<file path="src/kmp_pkg.sv">
`timescale 1ns / 1ps
`default_nettype none

package kmp_pkg;

  // Sizing of the pattern stores.
  localparam int MAX_PATTERN = 64;
  localparam int SYMBOL_BITS = 8;
  localparam int IDX_BITS    = $clog2(MAX_PATTERN);
  localparam int LEN_BITS    = $clog2(MAX_PATTERN + 1);

  // Operation carried by each input word.
  typedef enum logic [1:0] {
    FUNC_CLEAR  = 2'd0,
    FUNC_APPEND = 2'd1,
    FUNC_TEXT   = 2'd2,
    FUNC_SEARCH = 2'd3
  } func_e;

  // Status reported with each result word.
  typedef enum logic [1:0] {
    STAT_OK    = 2'd0,
    STAT_FULL  = 2'd1,
    STAT_EMPTY = 2'd2
  } status_e;

  // Controller states.
  typedef enum logic [1:0] {
    ST_IDLE,
    ST_LOAD,
    ST_WALK
  } ctrl_state_e;

  typedef struct packed {
    func_e                  func;
    logic [SYMBOL_BITS-1:0] symbol;
  } in_word_t;

  typedef struct packed {
    logic                match_now;
    logic                found;
    logic [LEN_BITS-1:0] pattern_length;
    status_e             status;
  } out_word_t;

endpackage

`default_nettype wire

</file>
<file path="src/kmp_stream_matcher_top.sv">
`timescale 1ns / 1ps
`default_nettype none

// Streaming Knuth-Morris-Pratt matcher. Each input word either clears the
// pattern, appends a pattern symbol, scans a text symbol or starts a new
// search, and yields exactly one result word. The pattern and its prefix
// function live in two 64-entry memories with a registered read; every step
// of a failure walk costs one memory read. Clear, new search, refused or
// ignored words and the first append are answered without a memory read; a
// text symbol starts its walk at once, and a later append first reads the
// prefix entry of the last symbol and then walks. Over a text stream the
// failure steps stay below one per symbol on average. The result sits in an
// output register, and a new word is accepted only when the sequencer is idle
// and that register is empty or is being emptied in the same cycle, so a
// result that is still waiting holds off the input.
module kmp_stream_matcher_top (
  input  wire logic               clk_i,
  input  wire logic               rst_ni,
  input  wire logic               in_valid_i,
  output      logic               in_ready_o,
  input  wire kmp_pkg::in_word_t  in_word_i,
  output      logic               out_valid_o,
  input  wire logic               out_ready_i,
  output      kmp_pkg::out_word_t out_word_o
);

  logic                            out_valid_q, out_valid_d;
  kmp_pkg::out_word_t              out_word_q, out_word_d;
  logic                            out_free;
  logic                            res_valid;
  kmp_pkg::out_word_t              res_word;
  logic                            mem_we;
  logic [kmp_pkg::IDX_BITS-1:0]    mem_waddr;
  logic [kmp_pkg::SYMBOL_BITS-1:0] pat_wdata;
  logic [kmp_pkg::LEN_BITS-1:0]    pre_wdata;
  logic [kmp_pkg::IDX_BITS-1:0]    pat_raddr;
  logic [kmp_pkg::IDX_BITS-1:0]    pre_raddr;
  logic [kmp_pkg::SYMBOL_BITS-1:0] pat_rdata;
  logic [kmp_pkg::LEN_BITS-1:0]    pre_rdata;

  // The output register has room if it is empty or being emptied now.
  assign out_free = !out_valid_q || out_ready_i;

  kmp_ctrl u_ctrl (
    .clk_i       (clk_i),
    .rst_ni      (rst_ni),
    .in_valid_i  (in_valid_i),
    .in_ready_o  (in_ready_o),
    .in_word_i   (in_word_i),
    .out_free_i  (out_free),
    .res_valid_o (res_valid),
    .res_word_o  (res_word),
    .mem_we_o    (mem_we),
    .mem_waddr_o (mem_waddr),
    .pat_wdata_o (pat_wdata),
    .pre_wdata_o (pre_wdata),
    .pat_raddr_o (pat_raddr),
    .pre_raddr_o (pre_raddr),
    .pat_rdata_i (pat_rdata),
    .pre_rdata_i (pre_rdata)
  );

  // Pattern symbols.
  kmp_ram #(
    .WIDTH (kmp_pkg::SYMBOL_BITS),
    .DEPTH (kmp_pkg::MAX_PATTERN)
  ) u_pat_ram (
    .clk_i   (clk_i),
    .we_i    (mem_we),
    .waddr_i (mem_waddr),
    .wdata_i (pat_wdata),
    .raddr_i (pat_raddr),
    .rdata_o (pat_rdata)
  );

  // Prefix function entries.
  kmp_ram #(
    .WIDTH (kmp_pkg::LEN_BITS),
    .DEPTH (kmp_pkg::MAX_PATTERN)
  ) u_pre_ram (
    .clk_i   (clk_i),
    .we_i    (mem_we),
    .waddr_i (mem_waddr),
    .wdata_i (pre_wdata),
    .raddr_i (pre_raddr),
    .rdata_o (pre_rdata)
  );

  // Output register.
  always_comb begin
    out_valid_d = out_valid_q;
    out_word_d  = out_word_q;
    if (res_valid) begin
      out_valid_d = 1'b1;
      out_word_d  = res_word;
    end else if (out_ready_i) begin
      out_valid_d = 1'b0;
    end
  end

  always_ff @(posedge clk_i or negedge rst_ni) begin
    if (!rst_ni) begin
      out_valid_q <= 1'b0;
    end else begin
      out_valid_q <= out_valid_d;
    end
  end

  always_ff @(posedge clk_i) begin
    out_word_q <= out_word_d;
  end

  assign out_valid_o = out_valid_q;
  assign out_word_o  = out_word_q;

endmodule

`default_nettype wire

</file>
<file path="src/kmp_ram.sv">
`timescale 1ns / 1ps
`default_nettype none

// Simple dual-port RAM: one write port, one read port with registered data.
module kmp_ram #(
  parameter int WIDTH = 8,
  parameter int DEPTH = 64
) (
  input  wire logic                     clk_i,
  input  wire logic                     we_i,
  input  wire logic [$clog2(DEPTH)-1:0] waddr_i,
  input  wire logic [WIDTH-1:0]         wdata_i,
  input  wire logic [$clog2(DEPTH)-1:0] raddr_i,
  output      logic [WIDTH-1:0]         rdata_o
);

  logic [WIDTH-1:0] mem_q [DEPTH];

  // Write port.
  always_ff @(posedge clk_i) begin
    if (we_i) begin
      mem_q[waddr_i] <= wdata_i;
    end
  end

  // Registered read port.
  always_ff @(posedge clk_i) begin
    rdata_o <= mem_q[raddr_i];
  end

endmodule

`default_nettype wire

</file>
<file path="src/kmp_ctrl.sv">
`timescale 1ns / 1ps
`default_nettype none

// Sequencer for the matcher: takes one word, walks the failure chain through
// the pattern and prefix memories, and writes back on an append.
module kmp_ctrl (
  input  wire logic                         clk_i,
  input  wire logic                         rst_ni,
  input  wire logic                         in_valid_i,
  output      logic                         in_ready_o,
  input  wire kmp_pkg::in_word_t            in_word_i,
  input  wire logic                         out_free_i,
  output      logic                         res_valid_o,
  output      kmp_pkg::out_word_t           res_word_o,
  output      logic                         mem_we_o,
  output      logic [kmp_pkg::IDX_BITS-1:0] mem_waddr_o,
  output      logic [kmp_pkg::SYMBOL_BITS-1:0] pat_wdata_o,
  output      logic [kmp_pkg::LEN_BITS-1:0] pre_wdata_o,
  output      logic [kmp_pkg::IDX_BITS-1:0] pat_raddr_o,
  output      logic [kmp_pkg::IDX_BITS-1:0] pre_raddr_o,
  input  wire logic [kmp_pkg::SYMBOL_BITS-1:0] pat_rdata_i,
  input  wire logic [kmp_pkg::LEN_BITS-1:0] pre_rdata_i
);

  kmp_pkg::ctrl_state_e                state_q, state_d;
  logic [kmp_pkg::LEN_BITS-1:0]        len_q, len_d;
  logic [kmp_pkg::LEN_BITS-1:0]        matched_q, matched_d;
  logic                                found_q, found_d;
  logic                                is_append_q, is_append_d;
  logic [kmp_pkg::IDX_BITS-1:0]        m_q, m_d;
  logic [kmp_pkg::SYMBOL_BITS-1:0]     sym_q, sym_d;

  logic                                accept;
  logic                                pat_hit;
  logic                                fail_step;
  logic [kmp_pkg::LEN_BITS-1:0]        m_ext;
  logic [kmp_pkg::IDX_BITS-1:0]        m_back;
  logic [kmp_pkg::LEN_BITS-1:0]        walk_res;
  logic [kmp_pkg::IDX_BITS-1:0]        text_start;
  logic [kmp_pkg::IDX_BITS-1:0]        load_m;

  // A new word is taken only when the sequencer is free and the output
  // register will have room for its result.
  assign in_ready_o = (state_q == kmp_pkg::ST_IDLE) && out_free_i;
  assign accept     = in_valid_i && in_ready_o;

  // Evaluation of one step of the failure walk on the returned memory data.
  assign pat_hit   = (pat_rdata_i == sym_q);
  assign m_ext     = {1'b0, m_q};
  assign fail_step = (m_q != '0) && !pat_hit;
  assign m_back    = (pre_rdata_i < m_ext) ? pre_rdata_i[kmp_pkg::IDX_BITS-1:0] : '0;
  assign walk_res  = m_ext + kmp_pkg::LEN_BITS'(pat_hit);

  // A text scan restarts from zero if the count has reached the length.
  assign text_start = (matched_q >= len_q) ? '0 : matched_q[kmp_pkg::IDX_BITS-1:0];
  assign load_m     = pre_rdata_i[kmp_pkg::IDX_BITS-1:0];

  // Next state.
  always_comb begin
    state_d = state_q;
    unique case (state_q)
      kmp_pkg::ST_IDLE: begin
        if (accept) begin
          if (in_word_i.func == kmp_pkg::FUNC_APPEND &&
              len_q < kmp_pkg::LEN_BITS'(kmp_pkg::MAX_PATTERN) && len_q != '0) begin
            state_d = kmp_pkg::ST_LOAD;
          end else if (in_word_i.func == kmp_pkg::FUNC_TEXT &&
                       len_q != '0 && !found_q) begin
            state_d = kmp_pkg::ST_WALK;
          end
        end
      end
      kmp_pkg::ST_LOAD: begin
        state_d = kmp_pkg::ST_WALK;
      end
      kmp_pkg::ST_WALK: begin
        if (!fail_step) begin
          state_d = kmp_pkg::ST_IDLE;
        end
      end
      default: begin
        state_d = kmp_pkg::ST_IDLE;
      end
    endcase
  end

  // Datapath, memory accesses and result.
  always_comb begin
    len_d       = len_q;
    matched_d   = matched_q;
    found_d     = found_q;
    is_append_d = is_append_q;
    m_d         = m_q;
    sym_d       = sym_q;
    mem_we_o    = 1'b0;
    mem_waddr_o = len_q[kmp_pkg::IDX_BITS-1:0];
    pat_wdata_o = sym_q;
    pre_wdata_o = walk_res;
    pat_raddr_o = m_q;
    pre_raddr_o = m_q - kmp_pkg::IDX_BITS'(1);
    res_valid_o = 1'b0;
    res_word_o.match_now = 1'b0;
    res_word_o.status    = kmp_pkg::STAT_OK;

    unique case (state_q)
      kmp_pkg::ST_IDLE: begin
        if (accept) begin
          sym_d = in_word_i.symbol;
          unique case (in_word_i.func)
            kmp_pkg::FUNC_CLEAR: begin
              len_d       = '0;
              matched_d   = '0;
              found_d     = 1'b0;
              res_valid_o = 1'b1;
            end
            kmp_pkg::FUNC_APPEND: begin
              if (len_q >= kmp_pkg::LEN_BITS'(kmp_pkg::MAX_PATTERN)) begin
                res_word_o.status = kmp_pkg::STAT_FULL;
                res_valid_o       = 1'b1;
              end else if (len_q == '0) begin
                // The first symbol has an empty proper border.
                mem_we_o    = 1'b1;
                mem_waddr_o = '0;
                pat_wdata_o = in_word_i.symbol;
                pre_wdata_o = '0;
                len_d       = kmp_pkg::LEN_BITS'(1);
                res_valid_o = 1'b1;
              end else begin
                is_append_d = 1'b1;
                pre_raddr_o = len_q[kmp_pkg::IDX_BITS-1:0] - kmp_pkg::IDX_BITS'(1);
              end
            end
            kmp_pkg::FUNC_TEXT: begin
              if (len_q == '0) begin
                res_word_o.status = kmp_pkg::STAT_EMPTY;
                res_valid_o       = 1'b1;
              end else if (found_q) begin
                res_valid_o = 1'b1;
              end else begin
                is_append_d = 1'b0;
                m_d         = text_start;
                pat_raddr_o = text_start;
                pre_raddr_o = text_start - kmp_pkg::IDX_BITS'(1);
              end
            end
            kmp_pkg::FUNC_SEARCH: begin
              matched_d   = '0;
              found_d     = 1'b0;
              res_valid_o = 1'b1;
            end
            default: begin
              res_valid_o = 1'b1;
            end
          endcase
        end
      end
      kmp_pkg::ST_LOAD: begin
        // Start the walk from the border of the last loaded symbol.
        m_d         = load_m;
        pat_raddr_o = load_m;
        pre_raddr_o = load_m - kmp_pkg::IDX_BITS'(1);
      end
      kmp_pkg::ST_WALK: begin
        if (fail_step) begin
          m_d         = m_back;
          pat_raddr_o = m_back;
          pre_raddr_o = m_back - kmp_pkg::IDX_BITS'(1);
        end else begin
          res_valid_o = 1'b1;
          if (is_append_q) begin
            mem_we_o    = 1'b1;
            mem_waddr_o = len_q[kmp_pkg::IDX_BITS-1:0];
            len_d       = len_q + kmp_pkg::LEN_BITS'(1);
          end else begin
            matched_d = walk_res;
            if (walk_res >= len_q) begin
              found_d              = 1'b1;
              res_word_o.match_now = 1'b1;
            end
          end
        end
      end
      default: begin
      end
    endcase

    res_word_o.found          = found_d;
    res_word_o.pattern_length = len_d;
  end

  // Control state.
  always_ff @(posedge clk_i or negedge rst_ni) begin
    if (!rst_ni) begin
      state_q   <= kmp_pkg::ST_IDLE;
      len_q     <= '0;
      matched_q <= '0;
      found_q   <= 1'b0;
    end else begin
      state_q   <= state_d;
      len_q     <= len_d;
      matched_q <= matched_d;
      found_q   <= found_d;
    end
  end

  // Working registers of the current word.
  always_ff @(posedge clk_i) begin
    is_append_q <= is_append_d;
    m_q         <= m_d;
    sym_q       <= sym_d;
  end

endmodule

`default_nettype wire

</file>
<file path="config.mk">
export PLATFORM = sky130hd
export DESIGN_NAME = kmp_stream_matcher_top
export DESIGN_NICKNAME = d
export VERILOG_FILES = /design/src/kmp_pkg.sv /design/src/kmp_stream_matcher_top.sv /design/src/kmp_ram.sv /design/src/kmp_ctrl.sv
export SDC_FILE = /design/constraint.sdc
export NUM_CORES = 1
export LEC_CHECK = 0
export BUFFER_PORTS_ARGS = -buffer_cell sky130_fd_sc_hd__buf_2
export CAP_MARGIN = 25
export CORE_UTILIZATION = 40
export CTS_CLUSTER_SIZE = 14
export DETAILED_ROUTE_END_ITERATION = 10
export GPL_ROUTABILITY_DRIVEN = 0
export PLACE_DENSITY = 0.53
export SETUP_SLACK_MARGIN = 0.5
export SYNTH_ARGS = -nofsm -noshare
export SYNTH_HDL_FRONTEND = slang
export SYNTH_SLANG_ARGS = --single-unit
</file>
<file path="constraint.sdc">
create_clock -name clk_i -period 4.09 [get_ports clk_i]
set_input_delay 1.0225 -clock clk_i [delete_from_list [all_inputs] [get_ports clk_i]]
set_output_delay 1.0225 -clock clk_i [all_outputs]
set_load 0.01 [all_outputs]
</file>
Word level (Yosys, flattened, before mapping)
Memories as Yosys holds them, arrays and structs flattened. A register that Yosys moved wholly into a read port is not among the register bits.
Cells that the tools add are included.
{ "word_totals": {"ff_bits": 44, "ram_bits": 960, "elab_cells": 148, "inputBits": 14, "output_inout_bits": 13, "mem_count": 2} }
{ "op_classes": {"order_cmp": 5, "addsub": 7, "n_eq_ne": 15, "bitwise_logic": 1, "n_reduce_logical": 25, "muxes": 81} }
{ "memory_table": {"columns": ["name", "words", "width", "read_ports", "rd_ports_with_merged_regs", "wr", "line", "source"], "rows": [
  ["u_pat_ram.mem_q", 64, 8, 1, 1, 1, "kmp_ram.sv:17", "logic [WIDTH-1:0] mem_q [DEPTH];"],
  ["u_pre_ram.mem_q", 64, 7, 1, 1, 1, "kmp_ram.sv:17", null]
]} }
{ "ops": {"columns": ["cell", "n"], "rows": [
  ["two-way mux 6 bit", 18],
  ["two-way mux 7 bit", 14],
  ["one-hot mux 7 bit (2 select lines)", 3],
  ["two-way mux 8 bit", 5],
  ["one-hot mux 6 bit (3 select lines)", 2],
  ["subtractor 6 x 1 -> 6 bit (second input constant)", 5],
  ["two-way mux 1 bit", 26],
  [">= comparator 7 bit", 2],
  ["!= test 2 bit (second input constant)", 7],
  ["one-hot mux 6 bit (2 select lines)", 1],
  ["two-way mux 2 bit", 5],
  ["== test 8 bit", 1],
  ["one-hot mux 1 bit (2 select lines)", 4],
  ["adder 6 x 1 -> 7 bit", 1],
  ["adder 7 x 1 -> 7 bit (second input constant)", 1],
  [">= comparator 7 bit (second input constant)", 1],
  ["logical AND 1 bit", 7],
  ["zero test 7 bit", 1],
  ["< comparator 7 x 6 -> 1 bit", 1],
  ["< comparator 7 bit (second input constant)", 1],
  ["AND reduction 7 bit", 1],
  ["nonzero test 7 bit", 1],
  ["== test 2 bit (second input constant)", 3],
  ["one-hot mux 2 bit (3 select lines)", 1],
  ["other kinds (16)", 22]
]} }

Longest topological paths before layout
{ "depth": {"word_depth": 8, "depth_mapped": 20, "mapped_depth_nobuf": 16} }

By module
From an unflattened synthesis, not the netlist that was laid out.
{ "unflattened": {"cells_unflattened": 2245, "area_unflattened_um2": 41603.7} }
{ "modules_own_cells": {"columns": ["module", "area_each_um2", "seq_area_each_um2", "cells_per_inst", "n_inst"], "rows": [
  ["kmp_ram at u_pat_ram", 20190.6, 15534.9, 972, 1],
  ["kmp_ram at u_pre_ram", 17635.7, 13593.0, 827, 1],
  ["kmp_ctrl", 3399.5, 815.8, 432, 1],
  ["kmp_stream_matcher_top", 377.9, 355.3, 14, 1]
]} }

Least setup slack after synthesis
OpenSTA, ideal clock, no wires.
{ "synth_path": {"path_type": "reg-to-reg", "startpoint": "register u_ctrl.len_q[4] (netlist name)", "endpoint": "register u_pre_ram.rdata_o[3], read port of u_pre_ram.mem_q", "stages_incl_launch_ff": 20, "arrival_time_ps": 4045, "setup_time_ps": 139, "period_less_slack_ps": 4184, "path_buffers": 5, "slack_ps": -94, "path_cell_list": "dfrtp_1 -> clkbuf_1 -> inv_1 -> ha_1 -> and3_1 -> a221o_1 -> a31oi_1 -> buf_4 -> nand2_1 -> ha_1 -> and4b_1 -> a211oi_1 -> nand3_1 -> buf_2 -> buf_1 -> buf_1 -> a211oi_1 -> a21oi_1 -> a221oi_1 -> a211oi_1"} }
{ "synth_via": {"elab_chain_cells": 8} }
{ "synth_lines": {"columns": ["element", "line", "source"], "rows": [
  ["start, declared", "kmp_ctrl.sv:26", "logic [kmp_pkg::LEN_BITS-1:0] len_q, len_d;"],
  ["start signal, assigned", "kmp_ctrl.sv:200", "len_q <= len_d;"],
  [">= comparator 7 bit", "kmp_ctrl.sv:55", "assign text_start = (matched_q >= len_q) ? '0 : matched_q[kmp_pkg::IDX_BITS-1:0];"],
  ["two-way mux 6 bit", "kmp_ctrl.sv:55", null],
  ["subtractor 6 x 1 -> 6 bit", "kmp_ctrl.sv:143", "pre_raddr_o = text_start - kmp_pkg::IDX_BITS'(1);"],
  ["two-way mux 6 bit", "kmp_ctrl.sv:137", "end else if (found_q) begin"],
  ["two-way mux 6 bit", "kmp_ctrl.sv:134", "if (len_q == '0) begin"],
  ["one-hot mux 6 bit (2 select lines) (*)", "kmp_ctrl.sv:109", "unique case (in_word_i.func)"],
  ["two-way mux 6 bit (*)", "kmp_ctrl.sv:107", "if (accept) begin"],
  ["one-hot mux 6 bit (3 select lines) (*)", "kmp_ctrl.sv:105", "unique case (state_q)"],
  ["end, declared", "kmp_ram.sv:14", "output logic [WIDTH-1:0] rdata_o"]
]} }
Mark *: on every way between the ends. The rest lies on a longest branch, timed or not.
A chain may end at the register's enable or synchronous reset.

Worst setup path in the final report
{ "layout_path": {"startpoint": "register u_ctrl.len_q[5] (netlist name)", "endpoint": "register u_pre_ram.rdata_o[2], read port of u_pre_ram.mem_q"} }
The elaborated chain is that of the path after synthesis.

==> summary.md <==
| Metric | Value |
|---|---|
| Post-synthesis adder-cell area fraction | `0.00918` |
| Worst Path Required | `4.64 ns` |
| R2R cell count | `20` |
| Syn Std Cell Area | `42200 sq um` |
| CTS tree | `built` |
| Post-Synth Simple-Gate Area | `0.105` |
| Synth cell types | `79` |
| I/O pin count | `27` |
| P&R area growth vs syn | `24.2%` |
| RSZ-0062 raised after global routing | `yes` |
| Chip Width | `327 microns` |
| Synthesized area per cell | `14.2 sq um` |
| Layout Nets | `3391` |
| Via count | `27192` |
| Number of diodes | `0` |
| Slew margin rel. | `0.384` |
| Tmin final | `4.00 ns` |
| Compound-gate portion of the synthesized area | `0.0886` |
| Worst r2r src | `u_ctrl.len_q[5]` |
| Die height | `327 microns` |
| Avg Vias per Cell | `5.65` |
| Leak Pwr | `0.0183 uW` |
| Overall Global Routing Usage | `0.227` |
| R2R setup slack | `0.09 ns` |
| Status | `completed` |
| # fillers | `8751` |
| Arr. time, crit path | `4.54 ns` |
| Detailed Place HPWL | `78.3 mm` |
| Asr flop ratio synth | `0.0177` |
| Setup Skew | `0.0295 ns` |
| Final instance area | `52500 sq um` |
| GRT overflow | `0` |
| Tightest Pin Transition | `0.924 ns` |
| Die area | `107000 sq um` |
| Drt pass-1 iters | `7` |
| IO Port Bufs | `26` |
| H-Tree Depth | `3` |
| Startpoint Class | `flip-flop` |
| Hold crit path type | `in -> async` |
| Max-Cap Viols | `0` |
| Overall Power | `47400 uW` |
| CP Max Fanout | `5` |
| Routed len/inst | `25.6 microns` |
| Worst vdd ir | `0.000658 V` |
| Initial drt markers | `2884` |
| Final worst slack | `0.0912 ns` |
| Primary FF master, synth | `edfxtp_1` |
| WL final | `123 mm` |
| Yosys reg bits | `1019` |
| Row cnt | `118` |
| Crit Reg-Reg Endpoint | `u_pre_ram.rdata_o[2]` |
| Period Utilization, post-route | `0.978` |
| Share of layout cells above drive strength 1 | `0.252` |
| Main combinational cell family by area after synthesis | `simple AND/OR/NAND/NOR gates` |
| Initial antenna violation count | `3` |
| Cts hold-fix bufs | `0` |
| Pwr dens | `904 nW/um^2` |
| Antenna-violating nets left | `0` |
| Reg clk slew, reported paths | `0.06 ns` |
| Worst-case clock buffer depth | `3` |
| CP endpoint kind | `flip-flop` |
| Fmax | `250 MHz` |
| Multiplexer share of the synthesized area | `0.0510` |
| Clk Latency, worst-skew pair | `0.69 ns` |
| Syn Nets | `3012` |
| Most common cell after layout, fill and taps aside | `edfxtp_1` |
| Num CTS Buffers | `107` |
| Vias in the first global route | `27067` |
| Clock sinks | `1019` |
| Sequential share of the synthesized area | `0.717` |
| Pre-CTS setup slack | `-0.725 ns` |
| Most frequent cells in the layout | `980 x edfxtp_1, 430 x nand2_1, 299 x buf_4` |
| Final setup violating endpoints | `0` |
| Crit Path Category | `reg -> reg` |
| Slew Limit Fails | `0` |
| EDFF count, synth | `980` |
| Yosys Warn Count | `0` |
| Total core area | `104000 sq um` |
| Largest net degree at the start of global routing | `65` |
| Area after DPL | `47000 sq um` |
| Initial Utilization | `0.406` |
| Core Util, Final | `0.504` |
| First-pass GRT wire length | `180 mm` |
| CTS root buf | `clkbuf_16` |
| Residual DRC count | `0` |
| Post-Synth XOR/XNOR Area | `0.00560` |
| Final-report hold violation count | `0` |
| Synth Instances | `2967` |
report_power, final:
| group | internal, uW | switching, uW | leakage, uW | total [uW] |
|---|---|---|---|---|
| combinational | 10700 | 14500 | 0.00741 | 25100 |
| clock | 5550 | 4000 | 0.00170 | 9550 |
| sequential | 12600 | 177 | 0.00918 | 12800 |
| total | 28800 | 18600 | 0.0183 | 47400 |
cell usage after synthesis (11+ instances only):
cell type	instances	area [sq um]
a31oi_1	71	444
a221oi_1	35	307
buf_6	11	124
mux2i_1	185	1850
buf_2	43	215
o21ai_0	45	225
nand3_1	142	711
nand2_1	435	1630
nand4_1	14	87.6
nor3_1	15	75.1
and3_1	94	588
a221o_1	13	130
edfxtp_1	980	29400
dfxtp_1	21	420
inv_1	28	105
dfrtp_1	18	450
clkbuf_1	83	312
ha_1	31	388
buf_4	19	143
a21oi_1	102	510
nor2b_1	73	457
nor4_1	12	75.1
a22o_1	27	236
xnor2_1	22	193
nor2_1	112	420
mux2_2	25	282
a211oi_1	156	1170
buf_1	18	67.6
registers in the layout (all words and copies together), names as in the netlist, 2 cells and up:
signal / cells
u_pat_ram.mem_q: 512
u_pre_ram.mem_q: 448
out_word_o: 11
u_ctrl.sym_q: 8
u_pat_ram.rdata_o: 8
u_ctrl.len_q: 7
u_ctrl.matched_q: 7
u_pre_ram.rdata_o: 7
u_ctrl.m_q: 6
u_ctrl.state_q: 2
cell families after synthesis:
family	Yosys count
AO/OA/AOI/OAI	526
AND/OR/NAND/NOR	943
multiplexers	211
adder cells (fa/ha/maj)	31
buffers and inverters	210
XOR/XNOR	27
flip-flops	1019
routing by layer:
layer | share of wire | vias to the layer above | track usage
met2 | 0.46 | 999 | 0.359
li1 | - | 12187 | -
met1 | 0.44 | 13789 | 0.318
met3 | 0.062 | 217 | 0.0309
met5 | 0 | - | 0
met4 | 0.040 | 0 | 0.0931
critical path, stage by stage (launching register included):
cell and delay, ns:
dfrtp_1 0.40, clkinv_4 0.09, ha_4 0.22, a21o_1 0.18, a221o_1 0.35, a31oi_4 0.22, nand2_2 0.10, ha_4 0.27
and4b_1 0.20, a211oi_2 0.14, buf_4 0.16, nand3_4 0.10, buf_12 0.18, buf_8 0.12, mux2_2 0.27, nor2_2 0.11
a21oi_2 0.05, a32oi_2 0.28, a32o_2 0.25, buf_6 0.13, a211oi_1 0.05
worst max-delay path by stage:
stage / startpoint / endpoint / cells past startpoint
3_5_place_dp: in_word_i[8] / u_pat_ram.rdata_o[4] / 17
2_1_floorplan: out_ready_i / u_pre_ram.mem_q[0][1] / 7
5_1_grt: u_ctrl.len_q[5] / u_pre_ram.rdata_o[2] / 21
3_3_place_gp: in_word_i[8] / u_pat_ram.rdata_o[4] / 18
4_1_cts: u_ctrl.len_q[5] / u_pre_ram.rdata_o[0] / 20
6_report: u_ctrl.len_q[5] / u_pre_ram.rdata_o[2] / 20
metrics by stage:
step / hold slack, ns / std cells / setup TNS (ns)
3_5_place_dp: 0.651 / 4544 / -4.84
4_1_cts: 0.268 / 4773 / 0
5_1_grt: 0.299 / 4811 / -0.0845
6_report: 0.290 / 4811 / 0
2_1_floorplan: 0.530 / 2967 / -0.877
3_3_place_gp: 0.646 / 4543 / -5.19
layout make-up:
type / count / area (sq um) / share of cell area
flip-flops and latches: 1019 / 30300 / 0.578
multi-input cells: 1738 / 12200 / 0.232
repair buffers: 446 / 4680 / 0.0892
clock buffers: 126 / 2790 / 0.0532
well taps: 1380 / 1730 / 0.0329
clock inverters: 68 / 627 / 0.0119
inverters: 34 / 169 / 0.00322
repair_timing:
item	4_1_cts	5_1_grt
buffers inserted	27	33
cloned	8	4
pin swaps	38	53
endpoints found under the setup margin	238	650
gates resized for setup	141	109
(Power assumes the default switching activity.)
